## src/rtl/itp_pkg.sv

```systemverilog
// ----------------------------------------------------------------------------
// itp_pkg: shared definitions for the infix to prefix converter
// Character codes, sizes, sequencer states and the two precedence tables.
// ----------------------------------------------------------------------------
`default_nettype none

package itp_pkg;

   // longest expression kept; later characters are dropped
   localparam int MAX_LEN = 32;
   localparam int ADDR_W  = $clog2(MAX_LEN);
   localparam int CNT_W   = ADDR_W + 1;

   // character codes
   localparam logic [7:0] CH_HASH   = 8'h23;  // '#'
   localparam logic [7:0] CH_PLUS   = 8'h2B;  // '+'
   localparam logic [7:0] CH_MINUS  = 8'h2D;  // '-'
   localparam logic [7:0] CH_STAR   = 8'h2A;  // '*'
   localparam logic [7:0] CH_SLASH  = 8'h2F;  // '/'
   localparam logic [7:0] CH_PCT    = 8'h25;  // '%'
   localparam logic [7:0] CH_CARET  = 8'h5E;  // '^'
   localparam logic [7:0] CH_DOLLAR = 8'h24;  // '$'
   localparam logic [7:0] CH_LPAR   = 8'h28;  // '('
   localparam logic [7:0] CH_RPAR   = 8'h29;  // ')'

   // precedences carry an offset of one so they stay unsigned;
   // the empty stack ranks zero
   localparam logic [3:0] PREC_EMPTY = 4'd0;

   typedef enum logic [3:0] {
      ST_IDLE,
      ST_SCAN,
      ST_FETCH,
      ST_EVAL,
      ST_POP_LOAD,
      ST_NEXT_LOAD,
      ST_DRAIN,
      ST_DRAIN_LOAD,
      ST_OUT_INIT,
      ST_OUT_READ,
      ST_OUT_WAIT
   } state_type;

   // precedence of a character sitting on the stack
   function automatic logic [3:0] stack_prec(input logic [7:0] c);
      logic [3:0] p;
      case (c) inside
         CH_PLUS, CH_MINUS:          p = 4'd2;
         CH_STAR, CH_SLASH, CH_PCT:  p = 4'd4;
         CH_CARET, CH_DOLLAR:        p = 4'd7;
         CH_RPAR:                    p = 4'd1;
         CH_HASH:                    p = 4'd0;
         default:                    p = 4'd9;
      endcase
      return p;
   endfunction

   // precedence of an incoming character
   function automatic logic [3:0] input_prec(input logic [7:0] c);
      logic [3:0] p;
      case (c) inside
         CH_PLUS, CH_MINUS:          p = 4'd3;
         CH_STAR, CH_SLASH, CH_PCT:  p = 4'd5;
         CH_CARET, CH_DOLLAR:        p = 4'd6;
         CH_LPAR:                    p = 4'd1;
         CH_RPAR:                    p = 4'd10;
         default:                    p = 4'd8;
      endcase
      return p;
   endfunction

endpackage

`default_nettype wire

```

## src/rtl/infix_to_prefix_converter.sv

```systemverilog
// ----------------------------------------------------------------------------
// infix_to_prefix_converter: infix expression to prefix expression
// Stores characters, runs a reverse scan with an operator stack and
// streams the prefix expression out one character per beat.
// ----------------------------------------------------------------------------
// Each request beat is one character; the beat with last_in set closes the
// expression. req_ready stays high while loading, so a character is taken on
// every beat. After the last character the block drops req_ready and runs
// the conversion on a small sequencer around three memories with one write
// port and one registered read port each (character store, operator stack,
// result store): a scanned character passes the scan, fetch and evaluate
// states, each popped operator adds a pop-load state, a discarded parenthesis
// pair a next-load state, and the drain a drain and a drain-load state per
// stacked entry; each response beat passes a read and a wait state and holds
// while rsp_ready is low. Characters beyond MAX_LEN are dropped and every
// response beat of that expression shows rsp_overflow. An expression that
// yields no characters, such as "()", gives no response beat.
`default_nettype none

module infix_to_prefix_converter (
   input  wire logic       clock,
   input  wire logic       reset,
   input  wire logic       req_valid,
   output logic            req_ready,
   input  wire logic [7:0] req_char_in,
   input  wire logic       req_last_in,
   output logic            rsp_valid,
   input  wire logic       rsp_ready,
   output logic [7:0]      rsp_char_out,
   output logic            rsp_last_out,
   output logic            rsp_overflow
);
   import itp_pkg::*;

   // memories
   logic [7:0] char_mem [MAX_LEN];
   logic [7:0] stk_mem  [MAX_LEN];
   logic [7:0] res_mem  [MAX_LEN];

   // registers
   state_type        state_ff, state_in;
   logic [CNT_W-1:0] count_ff, count_in;
   logic [CNT_W-1:0] scan_ff, scan_in;
   logic [CNT_W-1:0] top_ff, top_in;
   logic [CNT_W-1:0] rc_ff, rc_in;
   logic [ADDR_W-1:0] out_idx_ff, out_idx_in;
   logic             ovf_ff, ovf_in;
   logic [7:0]       cur_ff, cur_in;
   logic [7:0]       top_char_ff, top_char_in;
   logic [7:0]       char_rdata_ff, stk_rdata_ff, res_rdata_ff;

   // memory ports
   logic              char_we, stk_we, res_we;
   logic [ADDR_W-1:0] char_waddr, char_raddr, stk_waddr, stk_raddr, res_waddr;
   logic [7:0]        char_wdata, stk_wdata, res_wdata;

   // precedence compare
   logic [3:0] top_prec, cur_prec;
   logic       req_beat;

   assign top_prec = (top_ff == '0) ? PREC_EMPTY : stack_prec(top_char_ff);
   assign cur_prec = input_prec(cur_ff);
   assign req_beat = req_valid && req_ready;

   // state register
   always_ff @(posedge clock) begin
      if (reset) begin
         state_ff <= ST_IDLE;
         count_ff <= '0;
         top_ff   <= '0;
         rc_ff    <= '0;
         ovf_ff   <= 1'b0;
      end else begin
         state_ff <= state_in;
         count_ff <= count_in;
         top_ff   <= top_in;
         rc_ff    <= rc_in;
         ovf_ff   <= ovf_in;
      end
   end

   // payload registers
   always_ff @(posedge clock) begin
      scan_ff     <= scan_in;
      out_idx_ff  <= out_idx_in;
      cur_ff      <= cur_in;
      top_char_ff <= top_char_in;
   end

   // memories with registered reads
   always_ff @(posedge clock) begin
      if (char_we) char_mem[char_waddr] <= char_wdata;
      char_rdata_ff <= char_mem[char_raddr];
   end

   always_ff @(posedge clock) begin
      if (stk_we) stk_mem[stk_waddr] <= stk_wdata;
      stk_rdata_ff <= stk_mem[stk_raddr];
   end

   always_ff @(posedge clock) begin
      if (res_we) res_mem[res_waddr] <= res_wdata;
      res_rdata_ff <= res_mem[out_idx_ff];
   end

   // sequencer
   always_comb begin
      state_in    = state_ff;
      count_in    = count_ff;
      scan_in     = scan_ff;
      top_in      = top_ff;
      rc_in       = rc_ff;
      out_idx_in  = out_idx_ff;
      ovf_in      = ovf_ff;
      cur_in      = cur_ff;
      top_char_in = top_char_ff;

      char_we    = 1'b0;
      char_waddr = count_ff[ADDR_W-1:0];
      char_wdata = req_char_in;
      char_raddr = ADDR_W'(scan_ff - 1'b1);
      stk_we     = 1'b0;
      stk_waddr  = top_ff[ADDR_W-1:0];
      stk_wdata  = cur_ff;
      stk_raddr  = ADDR_W'(top_ff - 2'd2);
      res_we     = 1'b0;
      res_waddr  = rc_ff[ADDR_W-1:0];
      res_wdata  = top_char_ff;

      req_ready  = 1'b0;
      rsp_valid  = 1'b0;

      unique case (state_ff)
         // load characters
         ST_IDLE: begin
            req_ready = 1'b1;
            if (req_beat) begin
               if (count_ff < CNT_W'(MAX_LEN)) begin
                  char_we  = 1'b1;
                  count_in = count_ff + 1'b1;
               end else begin
                  ovf_in = 1'b1;
               end
               if (req_last_in) begin
                  scan_in  = count_in;
                  top_in   = '0;
                  rc_in    = '0;
                  state_in = ST_SCAN;
               end
            end
         end
         // next character from the end, read issued here
         ST_SCAN: begin
            if (scan_ff == '0) begin
               state_in = ST_DRAIN;
            end else begin
               scan_in  = scan_ff - 1'b1;
               state_in = ST_FETCH;
            end
         end
         ST_FETCH: begin
            cur_in   = char_rdata_ff;
            state_in = ST_EVAL;
         end
         // pop, push or discard a matched pair
         ST_EVAL: begin
            if (top_ff != '0 && top_prec > cur_prec) begin
               if (rc_ff < CNT_W'(MAX_LEN)) begin
                  res_we = 1'b1;
                  rc_in  = rc_ff + 1'b1;
               end
               top_in   = top_ff - 1'b1;
               state_in = ST_POP_LOAD;
            end else if (top_prec != cur_prec) begin
               if (top_ff < CNT_W'(MAX_LEN)) begin
                  stk_we      = 1'b1;
                  top_in      = top_ff + 1'b1;
                  top_char_in = cur_ff;
               end
               state_in = ST_SCAN;
            end else if (top_ff != '0) begin
               top_in   = top_ff - 1'b1;
               state_in = ST_NEXT_LOAD;
            end else begin
               state_in = ST_SCAN;
            end
         end
         ST_POP_LOAD: begin
            top_char_in = stk_rdata_ff;
            state_in    = ST_EVAL;
         end
         ST_NEXT_LOAD: begin
            top_char_in = stk_rdata_ff;
            state_in    = ST_SCAN;
         end
         // empty the stack into the result store
         ST_DRAIN: begin
            if (top_ff == '0) begin
               state_in = ST_OUT_INIT;
            end else begin
               if (rc_ff < CNT_W'(MAX_LEN)) begin
                  res_we = 1'b1;
                  rc_in  = rc_ff + 1'b1;
               end
               top_in   = top_ff - 1'b1;
               state_in = ST_DRAIN_LOAD;
            end
         end
         ST_DRAIN_LOAD: begin
            top_char_in = stk_rdata_ff;
            state_in    = ST_DRAIN;
         end
         // result store is read back to front
         ST_OUT_INIT: begin
            if (rc_ff == '0) begin
               count_in = '0;
               ovf_in   = 1'b0;
               state_in = ST_IDLE;
            end else begin
               out_idx_in = ADDR_W'(rc_ff - 1'b1);
               state_in   = ST_OUT_READ;
            end
         end
         ST_OUT_READ: begin
            state_in = ST_OUT_WAIT;
         end
         ST_OUT_WAIT: begin
            rsp_valid = 1'b1;
            if (rsp_ready) begin
               if (out_idx_ff == '0) begin
                  count_in = '0;
                  top_in   = '0;
                  rc_in    = '0;
                  ovf_in   = 1'b0;
                  state_in = ST_IDLE;
               end else begin
                  out_idx_in = out_idx_ff - 1'b1;
                  state_in   = ST_OUT_READ;
               end
            end
         end
         default: begin
            state_in = ST_IDLE;
         end
      endcase
   end

   // response payload
   assign rsp_char_out = res_rdata_ff;
   assign rsp_last_out = (out_idx_ff == '0);
   assign rsp_overflow = ovf_ff;

endmodule

`default_nettype wire
```

## config.mk

```make
export PLATFORM = sky130hd
export DESIGN_NAME = infix_to_prefix_converter
export DESIGN_NICKNAME = d
export VERILOG_FILES = /design/src/rtl/itp_pkg.sv /design/src/rtl/infix_to_prefix_converter.sv
export SDC_FILE = /design/constraint.sdc
export NUM_CORES = 1
export LEC_CHECK = 0
export BUFFER_PORTS_ARGS = -buffer_cell sky130_fd_sc_hd__buf_2
export CORE_MARGIN = 4
export CORE_UTILIZATION = 59
export CTS_BUF_LIST = sky130_fd_sc_hd__clkbuf_2
export DETAILED_ROUTE_END_ITERATION = 6
export PLACE_DENSITY_LB_ADDON = 0.12
export SYNTH_ARGS = -nofsm -noshare
export SYNTH_HDL_FRONTEND = slang
export SYNTH_SLANG_ARGS = --single-unit
```

## constraint.sdc

```tcl
create_clock -name clock -period 4.2 [get_ports clock]
set_clock_uncertainty 0.1 [all_clocks]
set_input_delay 0.21 -clock clock [delete_from_list [all_inputs] [get_ports clock]]
set_output_delay 0.21 -clock clock [all_outputs]
set_load 0.005 [all_outputs]
```

==> run metrics <==
share of cells above drive strength 1 roughly 38%; MaxCap Viol Count 0; Post-Syn Nets ~1700; Synth Register Bits between 800 and 900; worst skew pair latency 1360 ps; placed cells 2459; r2r startpoint cur_ff[4]$_DFFE_PP_; global placement routability congestion ~0.85; Mean Syn Cell Area between 20 and 25 um^2; Max clock buf depth 3; HPWL after DPL about 44000 um; total core area 0.0563 mm^2; WHS around 270 ps; Hold Path Cell Cnt 4; clock root buffer clkbuf_2; Routed WL per cell about 25 um; first-pass GRT wire length 109000 um; most frequent cells in the layout edfxtp_1 (795), clkbuf_2 (295), mux4_2 (240); non-filler instance count after layout between 2000 and 3000; Worst Setup SP cur_ff[4]$_DFFE_PP_; overall power 16.0 mW; final setup margin 111 ps; actual slew at the worst max-slew pin 1150 ps; setup TNS 0 ps; largest net degree at the start of global routing 70; total die area a little over 0.06 mm^2; Remaining Overflow, GRT 0; slew margin rel. 22.9%; initial antenna violation count 2; IO buf count 24; P_leak about 12 nW; crit path launch type flop; ANT nets after route 0; Final Net Count just under 2000; Vias/cell 5.98; chip height 246 um; worst path required time 5080 ps; Area after DPL about 0.035 mm^2; Mapped Area between 0.03 and 0.04 mm^2; Slew Limit Fails 0; critical path endpoint category flop; asr flop ratio synth 0%; Cell Rows slightly below 90; Boundary Pins 25; YS warnings 0; worst vdd ir roughly 0.00031 V; DR vias 17077; crit path kind flop to flop; Hold Crit Class primary input to flop; starting density of the core 59.5%; Synth cell types 64; final instance area roughly 0.038 mm^2; final hold vios 0; # setup viols final 0; Final period util 97.4%; Die Width 246 um; # H-tree levels 4; Clk pin slew, worst setup/hold paths roughly 110 ps; Util after Layout around 67%; total routed wirelength 70600 um; EDFF count, synth 795; PD cells approximately 430 mW/mm^2; pre-CTS WS roughly 37 ps; WP data arrival ~5000 ps; R2R depth 13; drt pass-1 iters 5; vias in the first global route roughly 18000; CTS buffer count 197; register area share after synthesis 74.2%; Top FF cell, synth edfxtp_1; Syn-to-layout area delta 12.2%; 1st-iter DRT viols ~1600; status completed; clock sinks about 840; commonest non-fill, non-tap cell in the layout edfxtp_1; Cells after Synth ~1700; GRT Overall Usage between 20% and 30%; DRC 0; CTS tree yes; Hold Crit Start req_char_in[4]; worst-path maximum fanout 8; Final Critical Period a little over 4000 ps; FMAX approximately 0.24 GHz; fill cell count approximately 3800
[worst max-delay path, stage by stage, from the launching register on]
cell and delay (ps):
edfxtp_1 410, or4b_4 560, nor3_1 160, a31oi_1 70, o32a_1 320, ha_1 300, nor2b_1 150, o211ai_1 150
and2_1 180, o21a_1 230, or4b_1 520, buf_4 200, or2_1 280, inv_4 120
[where the power goes]
| part | switching [mW] | leakage (nW) | internal [mW] |
|---|---|---|---|
| combinational | 0.783 | 3.31 | 0.619 |
| clock | 3.13 | 1.39 | 2.14 |
| sequential | 0.0599 | 7.54 | 9.31 |
| total | 3.97 | 12.2 | 12.1 |
[worst paths after layout]
path	endpoint	slack [ps]
max	res_mem[15][2]$_DFFE_PP_	110
min	char_mem[31][4]$_DFFE_PP_	270
max reg2reg	res_mem[15][2]$_DFFE_PP_	110
min reg2reg	cur_ff[3]$_DFFE_PP_	310
[registers in the layout (all words and copies together), names as in the netlist]
name and count:
char_rdata_ff 8, res_wdata 8, top_ff 6, stk_rdata_ff 8
rsp_char_out 8, rc_ff 6, out_idx_ff 5, scan_ff 6
cur_ff 8, char_mem 256, res_mem 256, stk_mem 256
rsp_overflow 1, state_ff 4, count_ff 6
[timing repair]
item,CTS,global route
pin swaps,0,3
setup endpoints to repair,4,396
hold buffers,34,0
gates resized for setup,1,25
endpoints found under the hold margin,546,0
setup buffers,0,1
[routing by layer]
layer | vias to the layer above | GRT usage, % | part of all wire, %
met5 | - | 0 | 0
met1 | 8869 | 33.5 | 41
met3 | 78 | 5.31 | 5.9
met4 | 0 | 6.97 | 1.6
met2 | 615 | 40.1 | 51
li1 | 7515 | - | -
[cell usage after synthesis (all sizes together) (8+ instances only)]
cell	instances	share of area [%]
edfxtp	795	71
mux4	240	16
nor2	129	1.5
clkbuf	55	0.62
nand2	53	0.59
dfxtp	47	2.8
a21oi	36	0.54
mux2	29	0.98
buf	28	0.42
o21ai	26	0.39
inv	24	0.27
nor3	22	0.34
ha	21	0.79
nand3	15	0.22
a31oi	10	0.19
nand3b	9	0.20
nor2b	8	0.15
xnor2	8	0.21
[cells by family (layout without fill, tap and decap cells)]
kind of cell	after synthesis	in the layout	synth area share, %
AOI/OAI and AO/OA	108	108	2.01
other	0	3	0
and+or+nand+nor	283	283	4.00
muxes	276	276	17.3
adders and majority gates	21	21	0.785
buffers and inverters	107	554	1.31
xor gates and xnor gates	15	15	0.393
DFF	842	842	74.2
[layout make-up]
type	count	area (um^2)	area share, %
repair buffers	169	1390	3.71
inverters	24	92.6	0.247
diodes	3	7.51	0.0200
flip-flops and latches	842	24800	66.1
well taps	756	946	2.52
clock buffers	295	1480	3.93
clock inverters	66	400	1.07
multi-input cells	703	8400	22.4
(Power assumes the default switching activity.)
